File: config.mk
export PLATFORM = sky130hd
export DESIGN_NAME = cross_stencil_image_blur_core
export DESIGN_NICKNAME = d
export VERILOG_FILES = /design/src/design/csib_pkg.sv /design/src/design/cross_stencil_image_blur_core.sv /design/src/design/csib_line_buf.sv /design/src/design/csib_res_fifo.sv
export SDC_FILE = /design/constraint.sdc
export NUM_CORES = 2
export LEC_CHECK = 0
export BUFFER_PORTS_ARGS = -buffer_cell sky130_fd_sc_hd__clkbuf_2
export CORE_MARGIN = 4
export CORE_UTILIZATION = 30
export CTS_CLUSTER_SIZE = 12
export DETAILED_ROUTE_END_ITERATION = 7
export GPL_ROUTABILITY_DRIVEN = 0
export MAX_ROUTING_LAYER = met4
export PLACE_DENSITY = 0.49
export SYNTH_ARGS = -nofsm -noshare
export SYNTH_HDL_FRONTEND = slang
export SYNTH_SLANG_ARGS = --single-unit
File: constraint.sdc
create_clock -name clk -period 6.3 [get_ports clk]
set_input_delay 0.63 -clock clk [delete_from_list [all_inputs] [get_ports clk]]
set_output_delay 0.63 -clock clk [all_outputs]
set_load 0.005 [all_outputs]
File: src/design/csib_pkg.sv
// shared constants, types and helpers for the cross stencil image blur core
// no dependencies; imported by every module of the block
`timescale 1ns / 1ps

package csib_pkg;

    localparam int MaxWidth  = 128;
    localparam int MaxHeight = 128;

    localparam int COL_W = $clog2(MaxWidth);
    localparam int ROW_W = $clog2(MaxHeight);
    localparam int PIX_W = 8;
    localparam int CFG_W = 8;
    localparam int IDX_W = 8;

    // five 8-bit terms plus rounding
    localparam int SUM_W = PIX_W + 3;

    // floor(x / 5) == (x * DIV5_RECIP) >> DIV5_SHIFT for x below 16384
    localparam int DIV5_RECIP = 13108;
    localparam int DIV5_SHIFT = 16;
    localparam int RECIP_W    = 14;
    localparam int PROD_W     = SUM_W + RECIP_W;

    localparam int FIFO_DEPTH = 8;
    localparam int FIFO_AW    = $clog2(FIFO_DEPTH);
    localparam int FIFO_CW    = FIFO_AW + 1;

    localparam logic [IDX_W-1:0] CFG_IDX_WIDTH  = IDX_W'(0);
    localparam logic [IDX_W-1:0] CFG_IDX_HEIGHT = IDX_W'(1);

    typedef struct packed {
        logic [ROW_W-1:0] row;
        logic [COL_W-1:0] col;
        logic [PIX_W-1:0] value;
        logic             last_of_run;
        logic             frame_end;
    } csib_result_t;

    typedef struct packed {
        logic             valid;
        logic [COL_W-1:0] col;
        logic [COL_W-1:0] col_right;
    } csib_lb_rd_t;

    typedef struct packed {
        logic             valid;
        logic [COL_W-1:0] col;
    } csib_lb_wr_t;

    function automatic logic [CFG_W-1:0] clamp_size(input logic [CFG_W-1:0] v,
                                                    input logic [CFG_W-1:0] maxv);
        logic [CFG_W-1:0] r;
        begin
            if (v == '0)
                r = CFG_W'(1);
            else if (v > maxv)
                r = maxv;
            else
                r = v;
            return r;
        end
    endfunction

endpackage

File: src/design/cross_stencil_image_blur_core.sv
// top level of the cross stencil image blur: counters, stencil pipeline and ports
// depends on csib_pkg, csib_line_buf and csib_res_fifo
`timescale 1ns / 1ps

// Five-point cross blur over a raster-order 8-bit grayscale stream. Frame size
// comes from two registers (index 0 width, index 1 height, 1..128; 0 acts as 1,
// larger values as 128); any write to them restarts the frame, so write them only
// while the block is idle. Pixels are accepted one per clock while the result queue
// has room for their results. For input (r,c) with r >= 1 the block returns pixel
// (r-1,c); border pixels pass through and interior pixels become the rounded mean
// of the cross. On the last row each item also returns (r,c), so there the output
// port, at one result per clock, limits the rate at which items are accepted. A
// result passes line-buffer read and summing, then division by five, before it is
// queued; an eight-entry result queue decouples the output handshake from the input.

module cross_stencil_image_blur_core
    import csib_pkg::*;
(
    input  logic             clk,
    input  logic             rst_n,
    input  logic             in_valid,
    output logic             in_ready,
    input  logic [PIX_W-1:0] pixel_in,
    output logic             out_valid,
    input  logic             out_ready,
    output logic [ROW_W-1:0] out_row,
    output logic [COL_W-1:0] out_col,
    output logic [PIX_W-1:0] out_value,
    output logic             last_of_run,
    output logic             frame_end,
    input  logic             cfg_valid,
    output logic             cfg_ready,
    input  logic [IDX_W-1:0] cfg_index,
    input  logic [CFG_W-1:0] cfg_data
);

    logic [CFG_W-1:0] width_reg;
    logic [CFG_W-1:0] height_reg;
    logic [CFG_W-1:0] w_eff;
    logic [CFG_W-1:0] h_eff;
    logic [ROW_W-1:0] row_reg;
    logic [ROW_W-1:0] row_next;
    logic [COL_W-1:0] col_reg;
    logic [COL_W-1:0] col_next;

    logic in_acc;
    logic cfg_acc;
    logic cfg_hit;
    logic last_row;
    logic last_col;
    logic has_prev;
    logic interior;

    // stage 1: line-buffer data valid
    logic             s1_valid_reg;
    logic [1:0]       s1_n_reg;
    logic [ROW_W-1:0] s1_row_reg;
    logic [COL_W-1:0] s1_col_reg;
    logic [PIX_W-1:0] s1_pix_reg;
    logic             s1_prev_reg;
    logic             s1_last_row_reg;
    logic             s1_last_col_reg;
    logic             s1_interior_reg;
    logic [PIX_W-1:0] left_above_reg;
    logic [SUM_W-1:0] s1_sum;

    // stage 2: divide and push
    logic             s2_valid_reg;
    logic [1:0]       s2_n_reg;
    logic [ROW_W-1:0] s2_row_reg;
    logic [COL_W-1:0] s2_col_reg;
    logic [PIX_W-1:0] s2_pix_reg;
    logic [PIX_W-1:0] s2_above_reg;
    logic [SUM_W-1:0] s2_sum_reg;
    logic             s2_prev_reg;
    logic             s2_last_row_reg;
    logic             s2_last_col_reg;
    logic             s2_interior_reg;
    logic [PROD_W-1:0] div_prod;
    logic [PIX_W-1:0] s2_value;

    csib_lb_rd_t      lb_rd;
    csib_lb_wr_t      lb_wr;
    logic [PIX_W-1:0] lb_above;
    logic [PIX_W-1:0] lb_up;
    logic [PIX_W-1:0] lb_right;

    csib_result_t       res_prev;
    csib_result_t       res_cur;
    csib_result_t       push0;
    csib_result_t       push1;
    csib_result_t       head;
    logic [1:0]         push_cnt;
    logic [FIFO_CW-1:0] fifo_count;
    logic [FIFO_CW+1:0] reserved;

    assign w_eff = clamp_size(width_reg, CFG_W'(MaxWidth));
    assign h_eff = clamp_size(height_reg, CFG_W'(MaxHeight));

    assign reserved = (FIFO_CW+2)'(fifo_count) + (FIFO_CW+2)'(s1_n_reg)
                    + (FIFO_CW+2)'(s2_n_reg) + (FIFO_CW+2)'(2);
    assign in_ready  = (reserved <= (FIFO_CW+2)'(FIFO_DEPTH));
    assign in_acc    = in_valid && in_ready;
    assign cfg_ready = 1'b1;
    assign cfg_acc   = cfg_valid && cfg_ready;
    assign cfg_hit   = (cfg_index == CFG_IDX_WIDTH) || (cfg_index == CFG_IDX_HEIGHT);

    assign last_row = (CFG_W'(row_reg) + CFG_W'(1)) == h_eff;
    assign last_col = (CFG_W'(col_reg) + CFG_W'(1)) == w_eff;
    assign has_prev = (row_reg != '0);
    assign interior = (row_reg >= ROW_W'(2)) && (col_reg != '0)
                   && ((CFG_W'(col_reg) + CFG_W'(1)) < w_eff);

    always_comb
    begin
        col_next = col_reg;
        row_next = row_reg;
        if (cfg_acc && cfg_hit)
        begin
            col_next = '0;
            row_next = '0;
        end
        else if (in_acc)
        begin
            if (last_col)
            begin
                col_next = '0;
                row_next = last_row ? '0 : ROW_W'(row_reg + ROW_W'(1));
            end
            else
            begin
                col_next = COL_W'(col_reg + COL_W'(1));
            end
        end
    end

    always_ff @(posedge clk or negedge rst_n)
    begin
        if (!rst_n)
        begin
            width_reg    <= CFG_W'(MaxWidth);
            height_reg   <= CFG_W'(MaxHeight);
            row_reg      <= '0;
            col_reg      <= '0;
            s1_valid_reg <= 1'b0;
            s1_n_reg     <= '0;
            s2_valid_reg <= 1'b0;
            s2_n_reg     <= '0;
        end
        else
        begin
            if (cfg_acc && (cfg_index == CFG_IDX_WIDTH))
            begin
                width_reg <= cfg_data;
            end
            if (cfg_acc && (cfg_index == CFG_IDX_HEIGHT))
            begin
                height_reg <= cfg_data;
            end
            row_reg      <= row_next;
            col_reg      <= col_next;
            s1_valid_reg <= in_acc;
            s1_n_reg     <= in_acc ? 2'(has_prev) + 2'(last_row) : 2'd0;
            s2_valid_reg <= s1_valid_reg;
            s2_n_reg     <= s1_n_reg;
        end
    end

    // item context travels beside the memory read
    always_ff @(posedge clk)
    begin
        s1_row_reg      <= row_reg;
        s1_col_reg      <= col_reg;
        s1_pix_reg      <= pixel_in;
        s1_prev_reg     <= has_prev;
        s1_last_row_reg <= last_row;
        s1_last_col_reg <= last_col;
        s1_interior_reg <= interior;
        if (s1_valid_reg)
        begin
            left_above_reg <= lb_above;
        end
        s2_row_reg      <= s1_row_reg;
        s2_col_reg      <= s1_col_reg;
        s2_pix_reg      <= s1_pix_reg;
        s2_above_reg    <= lb_above;
        s2_sum_reg      <= s1_sum;
        s2_prev_reg     <= s1_prev_reg;
        s2_last_row_reg <= s1_last_row_reg;
        s2_last_col_reg <= s1_last_col_reg;
        s2_interior_reg <= s1_interior_reg;
    end

    assign lb_rd.valid     = in_acc;
    assign lb_rd.col       = col_reg;
    assign lb_rd.col_right = COL_W'(col_reg + COL_W'(1));
    assign lb_wr.valid     = s1_valid_reg;
    assign lb_wr.col       = s1_col_reg;

    csib_line_buf u_line_buf
    (
        .clk   (clk),
        .rst_n (rst_n),
        .rd    (lb_rd),
        .pix   (pixel_in),
        .wb    (lb_wr),
        .above (lb_above),
        .up    (lb_up),
        .right (lb_right)
    );

    // center, up, down, left, right
    assign s1_sum = SUM_W'(lb_above) + SUM_W'(lb_up) + SUM_W'(s1_pix_reg)
                  + SUM_W'(left_above_reg) + SUM_W'(lb_right);

    assign div_prod = PROD_W'(SUM_W'(s2_sum_reg + SUM_W'(2))) * PROD_W'(DIV5_RECIP);
    assign s2_value = s2_interior_reg ? div_prod[DIV5_SHIFT +: PIX_W] : s2_above_reg;

    always_comb
    begin
        res_prev.row         = ROW_W'(s2_row_reg - ROW_W'(1));
        res_prev.col         = s2_col_reg;
        res_prev.value       = s2_value;
        res_prev.last_of_run = !s2_last_row_reg;
        res_prev.frame_end   = 1'b0;
        res_cur.row          = s2_row_reg;
        res_cur.col          = s2_col_reg;
        res_cur.value        = s2_pix_reg;
        res_cur.last_of_run  = 1'b1;
        res_cur.frame_end    = s2_last_col_reg;
    end

    assign push0    = s2_prev_reg ? res_prev : res_cur;
    assign push1    = res_cur;
    assign push_cnt = s2_valid_reg ? s2_n_reg : 2'd0;

    csib_res_fifo u_res_fifo
    (
        .clk      (clk),
        .rst_n    (rst_n),
        .push_cnt (push_cnt),
        .push0    (push0),
        .push1    (push1),
        .pop      (out_valid && out_ready),
        .head     (head),
        .count    (fifo_count)
    );

    assign out_valid   = (fifo_count != '0);
    assign out_row     = head.row;
    assign out_col     = head.col;
    assign out_value   = head.value;
    assign last_of_run = head.last_of_run;
    assign frame_end   = head.frame_end;

    // queue space held for items in flight always covers their results
    assert property (@(posedge clk) disable iff (!rst_n)
        reserved - (FIFO_CW+2)'(2) <= (FIFO_CW+2)'(FIFO_DEPTH))
        else $error("result queue reservation exceeded");

    // an item gives at most two results, and an empty slot carries none
    assert property (@(posedge clk) disable iff (!rst_n)
        (s2_n_reg != 2'd3) && (s2_valid_reg || (s2_n_reg == 2'd0)))
        else $error("result count in flight out of range");

    assert property (@(posedge clk) disable iff (!rst_n)
        out_valid && frame_end |-> last_of_run)
        else $error("frame end on a result that is not last of its run");

endmodule

File: src/design/csib_line_buf.sv
// two line buffers (previous row and the row before it) in synchronous memories
// depends on csib_pkg; prior row written on accept, older row written back in the following cycle
`timescale 1ns / 1ps

module csib_line_buf
    import csib_pkg::*;
(
    input  logic             clk,
    input  logic             rst_n,
    input  csib_lb_rd_t      rd,
    input  logic [PIX_W-1:0] pix,
    input  csib_lb_wr_t      wb,
    output logic [PIX_W-1:0] above,
    output logic [PIX_W-1:0] up,
    output logic [PIX_W-1:0] right
);

    logic [PIX_W-1:0] prior_mem [MaxWidth];
    logic [PIX_W-1:0] older_mem [MaxWidth];

    logic [PIX_W-1:0] prior_rd0_reg;
    logic [PIX_W-1:0] prior_rd1_reg;
    logic [PIX_W-1:0] older_rd_reg;
    logic [PIX_W-1:0] fwd_data_reg;
    logic             fwd_reg;
    logic             fwd_next;

    always_ff @(posedge clk)
    begin
        if (rd.valid)
        begin
            prior_mem[rd.col] <= pix;
        end
        prior_rd0_reg <= prior_mem[rd.col];
        prior_rd1_reg <= prior_mem[rd.col_right];
        older_rd_reg  <= older_mem[rd.col];
        fwd_data_reg  <= prior_rd0_reg;
        if (wb.valid)
        begin
            older_mem[wb.col] <= prior_rd0_reg;
        end
    end

    // older row entry written back in the same cycle it is read
    assign fwd_next = wb.valid && (wb.col == rd.col);

    always_ff @(posedge clk or negedge rst_n)
    begin
        if (!rst_n)
        begin
            fwd_reg <= 1'b0;
        end
        else
        begin
            fwd_reg <= fwd_next;
        end
    end

    assign above = prior_rd0_reg;
    assign right = prior_rd1_reg;
    assign up    = fwd_reg ? fwd_data_reg : older_rd_reg;

endmodule

File: src/design/csib_res_fifo.sv
// result queue: up to two results pushed per cycle, one popped per cycle
// depends on csib_pkg for the result type and depth
`timescale 1ns / 1ps

module csib_res_fifo
    import csib_pkg::*;
(
    input  logic               clk,
    input  logic               rst_n,
    input  logic [1:0]         push_cnt,
    input  csib_result_t       push0,
    input  csib_result_t       push1,
    input  logic               pop,
    output csib_result_t       head,
    output logic [FIFO_CW-1:0] count
);

    csib_result_t entry_mem [FIFO_DEPTH];

    logic [FIFO_AW-1:0] wr_ptr_reg;
    logic [FIFO_AW-1:0] wr_ptr_next;
    logic [FIFO_AW-1:0] wr_ptr_inc;
    logic [FIFO_AW-1:0] rd_ptr_reg;
    logic [FIFO_AW-1:0] rd_ptr_next;
    logic [FIFO_CW-1:0] count_reg;
    logic [FIFO_CW-1:0] count_next;

    assign wr_ptr_inc  = FIFO_AW'(wr_ptr_reg + FIFO_AW'(1));
    assign wr_ptr_next = FIFO_AW'(wr_ptr_reg + FIFO_AW'(push_cnt));
    assign rd_ptr_next = pop ? FIFO_AW'(rd_ptr_reg + FIFO_AW'(1)) : rd_ptr_reg;
    assign count_next  = FIFO_CW'(count_reg + FIFO_CW'(push_cnt) - FIFO_CW'(pop));

    always_ff @(posedge clk)
    begin
        if (push_cnt != 2'd0)
        begin
            entry_mem[wr_ptr_reg] <= push0;
        end
        if (push_cnt == 2'd2)
        begin
            entry_mem[wr_ptr_inc] <= push1;
        end
    end

    always_ff @(posedge clk or negedge rst_n)
    begin
        if (!rst_n)
        begin
            wr_ptr_reg <= '0;
            rd_ptr_reg <= '0;
            count_reg  <= '0;
        end
        else
        begin
            wr_ptr_reg <= wr_ptr_next;
            rd_ptr_reg <= rd_ptr_next;
            count_reg  <= count_next;
        end
    end

    assign head  = entry_mem[rd_ptr_reg];
    assign count = count_reg;

endmodule

# Yosys cells after proc, flatten, opt, wreduce, memory -nomap -nowiden
# Memories as Yosys holds them, arrays and structs flattened. A register that Yosys moved wholly into a read port is not among the register bits.
# Index checks and enable logic that the tools add are counted.
classes:
  addsub: 19
  n_mul: 1
  magnitude_cmp: 5
  n_eq_ne: 5
  n_mux: 24
  reduce_logical: 20
op_table:
  columns: ["op", "count"]
  rows:
  - ["2-to-1 mux 7 bit", 7]
  - ["2-to-1 mux 8 bit", 6]
  - ["zero test 8 bit", 3]
  - ["2-to-1 mux 24 bit", 1]
  - ["multiplier 11 x 12 -> 22 bit, second input constant", 1]
  - ["adder 7 x 1 -> 8 bit, second input constant", 2]
  - ["== test 8 bit", 2]
  - ["greater-than comparator 8 bit, second input constant", 2]
  - ["adder 7 x 1 -> 7 bit, second input constant", 2]
  - ["nonzero test 7 bit", 2]
  - ["adder 10 x 8 -> 11 bit", 1]
  - ["adder 11 x 2 -> 11 bit, second input constant", 1]
  - ["adder 11 x 8 -> 11 bit", 1]
  - ["adder 9 x 8 -> 10 bit", 1]
  - ["adder 8 x 8 -> 9 bit", 1]
  - ["== test 8 x 1 -> 1 bit, second input constant", 1]
  - ["logical AND 1 bit", 8]
  - ["less-than comparator 8 bit", 1]
  - ["2-to-1 mux 1 bit", 8]
  - ["== test 7 bit", 1]
  - [">= comparator 7 x 2 -> 1 bit, second input constant", 1]
  - ["subtractor 7 x 1 -> 7 bit, second input constant", 1]
  - ["adder 3 x 1 -> 3 bit, second input constant", 2]
  - ["adder 5 x 2 -> 6 bit", 1]
  - ["other kinds (14)", 17]
word_totals:
  regBits: 126
  ram_bits: 2240
  in_bits: 29
  out_inout_bits: 27
  word_cells: 106
  mem_count: 3
memory_table:
  columns: ["memory", "words", "width", "read_ports", "rd_clocked_by_memory_dff", "wr", "line_no", "text"]
  rows:
  - ["u_line_buf.older_mem", 128, 8, 1, 1, 1, "csib_line_buf.sv:19", "logic [PIX_W-1:0] older_mem [MaxWidth];"]
  - ["u_line_buf.prior_mem", 128, 8, 2, 2, 1, "csib_line_buf.sv:18", "logic [PIX_W-1:0] prior_mem [MaxWidth];"]
  - ["u_res_fifo.entry_mem", 8, 24, 1, 0, 2, "csib_res_fifo.sv:18", "csib_result_t entry_mem [FIFO_DEPTH];"]

# Depth between registers and ports, before layout
logic_depth:
  depth_word: 8
  ltp_mapped: 24
  ltp_nobuf: 24

# Hierarchy
# Synthesis repeated with hierarchy kept, for this count alone.
unflattened:
  cells_unflattened: 6093
  area_unflattened_um2: 106505.9
modules_own_cells:
  columns: ["mod", "instances", "cells_per_inst", "area_per_inst_um2", "seq_area_each_um2"]
  rows:
  - ["csib_line_buf", 1, 4855, 88920.3, 62164.6]
  - ["csib_res_fifo", 1, 557, 10256.1, 6015.8]
  - ["cross_stencil_image_blur_core", 1, 681, 7329.5, 2565.0]

# Worst setup path before layout
# Ideal clock, no wire load.
synth_path:
  kind: "flip-flop to flip-flop"
  start: "register s2_sum_reg[1]"
  end: "memory u_res_fifo.entry_mem[0][8] (netlist name) (data pin)"
  arrival_time_ps: 5315
  t_required_ps: 6020
  slack_ps: 706
  stages_incl_launch_ff: 19
  n_path_buf: 0
  synth_period_minus_slack_ps: 5594
  path_cell_list: "dfxtp_1 -> ha_1 -> nand3_1 -> xnor2_1 -> ha_1 -> fa_1 -> inv_1 -> fa_1 -> fa_1 -> fa_1 -> inv_1 -> ha_1 -> o21ai_0 -> o21a_1 -> or2_2 -> a21boi_0 -> o211ai_1 -> a211oi_1 -> o21ai_0"
synth_lines:
  columns: ["element", "line_no", "text"]
  rows:
  - ["start: declaration", "cross_stencil_image_blur_core.sv:74", "logic [SUM_W-1:0] s2_sum_reg;"]
  - ["start signal: assignment", "cross_stencil_image_blur_core.sv:187", "s2_sum_reg <= s1_sum;"]
  - ["end: declaration", "csib_res_fifo.sv:18", null]

==> summary.md <==
| Metric | Value |
|---|---|
| Status | `finished, violations left` |
| Failing checks | `design-rule violations` |
| GR Overflow Total | `0` |
| Sequential area share after synthesis | `approximately 67%` |
| Synth Instances | `between 6000 and 7000` |
| WL per Instance | `33.8 um` |
| Overall power | `69.1 mW` |
| Largest registers | `u_line_buf.older_mem: 1024 flops, u_line_buf.prior_mem: 1024 flops, u_res_fifo.entry_mem: 192 flops` |
| Post-synth cell types | `between 80 and 90` |
| Area of the multi-input gates | `32800 um2` |
| Top Metal Used | `met4` |
| Final setup viols | `0` |
| Root Buffer Master | `clkbuf_16` |
| Placed Instance Area | `112000 um2` |
| Synth warn | `0` |
| Crit path from | `s2_sum_reg[3]$_DFF_P_` |
| Clock Sinks | `2390` |
| Final max-slew violation count | `0` |
| Count leader, synth | `edfxtp_1` |
| Leading area contributor after synthesis | `edfxtp_1` |
| Die ar. | `~360000 um2` |
| Crit-path cells | `nand3_1, nor2_1, nand2_1, nor2_1, nand3_1, xnor2_1, ha_1, inv_1, fa_1, inv_1, fa_1, fa_1, fa_1, inv_1, ha_1, o21ai_0, o21a_1, or2_2, a21oi_1, mux2_2, a32o_1, a22o_1` |
| Synthesized Nets | `approximately 6700` |
| F_max | `between 0.15 and 0.2 GHz` |
| Synth cell count leaders | `edfxtp_1, mux4_2, nor2_1` |
| CP most frequent cell | `fa_1` |
| Startpoint Class | `flop` |
| Antenna violations before repair | `27` |
| Fin crit share | `93.9%` |
| Sequential cell area | `70600 um2` |
| Worst R2R Path Depth | `22` |
| Largest net degree at the start of global routing | `about 120` |
| Slew HR | `17.7%` |
| Syn_area_per_cell | `around 16 um2` |
| Setup crit end | `u_res_fifo.entry_mem[1][9]$_DFFE_PP_` |
| RR Startpoint | `s2_sum_reg[3]$_DFF_P_` |
| Metal3 WL | `38.2 mm` |
| H-tree depth | `5` |
| Critical Path Max Stage Delay | `0.49 ns` |
| Placeable core area | `350000 um2` |
| Drt total wl | `387 mm` |
| Met2 wire length | `178 mm` |
| CTS Buf Count | `around 280` |
| First-pass GRT wire length | `534 mm` |
| CP max FO | `8` |
| Worst EP required | `6.90 ns` |
| Min Tclk post-route | `5.92 ns` |
| CTS tree | `built` |
| Peak VDD IR | `1.03 mV` |
| Antenna viol nets, final | `0` |
| Area delta synth->final | `14.3%` |
| Vias | `about 66000` |
| Initial Util | `30.2%` |
| Die Height | `602 um` |
| Starting DRT DRC Count | `9278` |
| Layout cell share with drive strength beyond 1 | `approximately 21%` |
| Clock-pin slew on the worst setup and hold paths | `~0.060 ns` |
| R2R setup slack | `0.38 ns` |
| Total GRT Usage | `21.2%` |
| LEAKAGE | `38.0 nW` |
| TritonRoute pass-1 iters | `8` |
| Setup TNS | `0 ns` |
| Met1 Wirelength | `157 mm` |
| Hold crit path type | `in -> reg` |
| Synth top area share | `63.6%` |
| Clock Skews | `0.0774 ns` |
| EDFF count, synth | `2240` |
| Postcts setup bufs | `0` |
| Crit path arrival time | `between 6 and 7 ns` |
| Async SR Flop Fraction | `slightly below 2%` |
| Synth Register Bits | `2390` |
| Port bufs | `54` |
| Ranking of synthesized cells by area | `edfxtp_1, mux4_2, a221oi_1, mux2_2, mux2i_1` |
| Slowest cell on crit path | `fa_1` |
| Max Cap Viol | `0` |
| FF-to-FF End | `u_res_fifo.entry_mem[1][9]$_DFFE_PP_` |
| Final hold viol count | `0` |
| Final instance area | `121000 um2` |
| Number of global-route vias before repair | `64755` |
| Pwr per Cell Area | `about 570 nW/um2` |
| Synthesized cell area | `roughly 110000 um2` |
| Layout net count | `6811` |
| Row Count | `217` |
| RSZ-0062 raised after global routing | `no` |
| Post-DP HPWL | `247 mm` |
| Via/cell ratio | `5.81` |
| Crit path kind | `reg -> reg` |
| Die Wd | `602 um` |
| Top_reg_cell synth | `edfxtp_1` |
| Buffer depth of the longest clock path | `4` |
| Filler instances | `~33000` |
| Worst Max-Slew Pin Slew | `around 1.2 ns` |
| DRC | `1` |
| Crit. End Element | `flop` |
| # IOs | `56` |
| Clk Latency, worst-skew pair | `around 0.9 ns` |
-- repair_timing --
action / CTS / global route
hold buffers: 2 / 0
endpoints found under the hold margin: 47 / 0
endpoints found under the setup margin: 0 / 11
resized for setup: 0 / 3
-- report_power, final --
group | total (mW) | leakage, nW | internal [mW] | switching (mW)
sequential | 20.2 | 21.5 | 19.0 | 1.20
clock | 15.5 | 4.13 | 8.88 | 6.59
combinational | 33.5 | 12.4 | 12.3 | 21.2
total | 69.1 | 38.0 | 40.2 | 28.9
-- worst max-delay path: cells and delay by family (launching register included) --
| family | cells | cell delay [ns] |
|---|---|---|
| multiplexers | 1 | 0.36 |
| AND/OR/NAND/NOR | 6 | 0.94 |
| AO/OA/AOI/OAI | 5 | 1.09 |
| buffers and inverters | 3 | 0.22 |
| adder cells (fa/ha/maj) | 6 | 2.44 |
| flip-flops | 1 | 0.39 |
| XOR/XNOR | 1 | 0.26 |
-- per-stage QoR --
stage	std cells	hold slack (ns)	worst slack [ns]	util [%]
floorplan	6472	0.310	0.706	-
global placement	10939	0.313	0.266	32.1
detailed placement	10939	0.318	0.341	32.1
CTS	11423	0.00784	0.346	34.5
global route	11432	0.0303	0.00364	34.5
finish	11438	0.0522	0.381	34.5
-- area by class of cell --
type | instances | area share (%)
Sequential cell | 2390 | 58.4
Multi-Input combinational cell | 3501 | 27.2
Clock buffer | 349 | 6.10
Tap cell | 4599 | 4.76
Timing Repair Buffer | 333 | 2.25
Clock inverter | 133 | 0.909
Inverter | 118 | 0.378
Antenna cell | 15 | 0.0311
-- how the worst min path moves through the flow --
stage	startpoint	to	cells after the start
3_3_place_gp	s1_row_reg[2]$_DFF_P_	s2_row_reg[2]$_DFF_P_	0
6_report	cfg_data[6]	width_reg[6]$_DFFE_PN0P_	2
5_1_grt	cfg_data[0]	width_reg[0]$_DFFE_PN0P_	2
2_1_floorplan	s1_interior_reg$_DFF_P_	s2_interior_reg$_DFF_P_	0
4_1_cts	cfg_data[6]	width_reg[6]$_DFFE_PN0P_	2
3_5_place_dp	s1_row_reg[2]$_DFF_P_	s2_row_reg[2]$_DFF_P_	0
-- layer usage --
layer,GRT usage (%),vias to the layer above
met3,4.50,745
met1,28.3,35111
met4,6.73,0
met5,-,-
met2,32.4,4056
li1,-,26581
-- cells by family (layout without fill, tap and decap cells) --
kind of cell,Yosys count,count (layout),synth area share (%)
buffers and inverters,581,933,2.42
adder cells (fa/ha/maj),162,162,2.33
flip-flops,2390,2390,66.7
multiplexers,936,936,15.1
other,1,16,0.00355
AO/OA/AOI/OAI,1230,1230,8.35
XOR/XNOR,42,42,0.368
AND/OR/NAND/NOR,1130,1130,4.74
-- cell usage in the layout (no fill, tap or decap), types with 75 or more instances in the layout --
cell / n
buf_4: 259
mux2i_1: 228
mux2_2: 204
edfxtp_1: 2240
inv_1: 111
mux4_2: 501
nor2_1: 447
ha_1: 103
o21ai_0: 283
and2_1: 78
dfxtp_1: 95
nand2_1: 354
a21oi_1: 135
clkbuf_16: 284
a221oi_1: 285
a22oi_1: 126
o22ai_1: 75
Note: power is estimated with default switching activity, not from simulation.
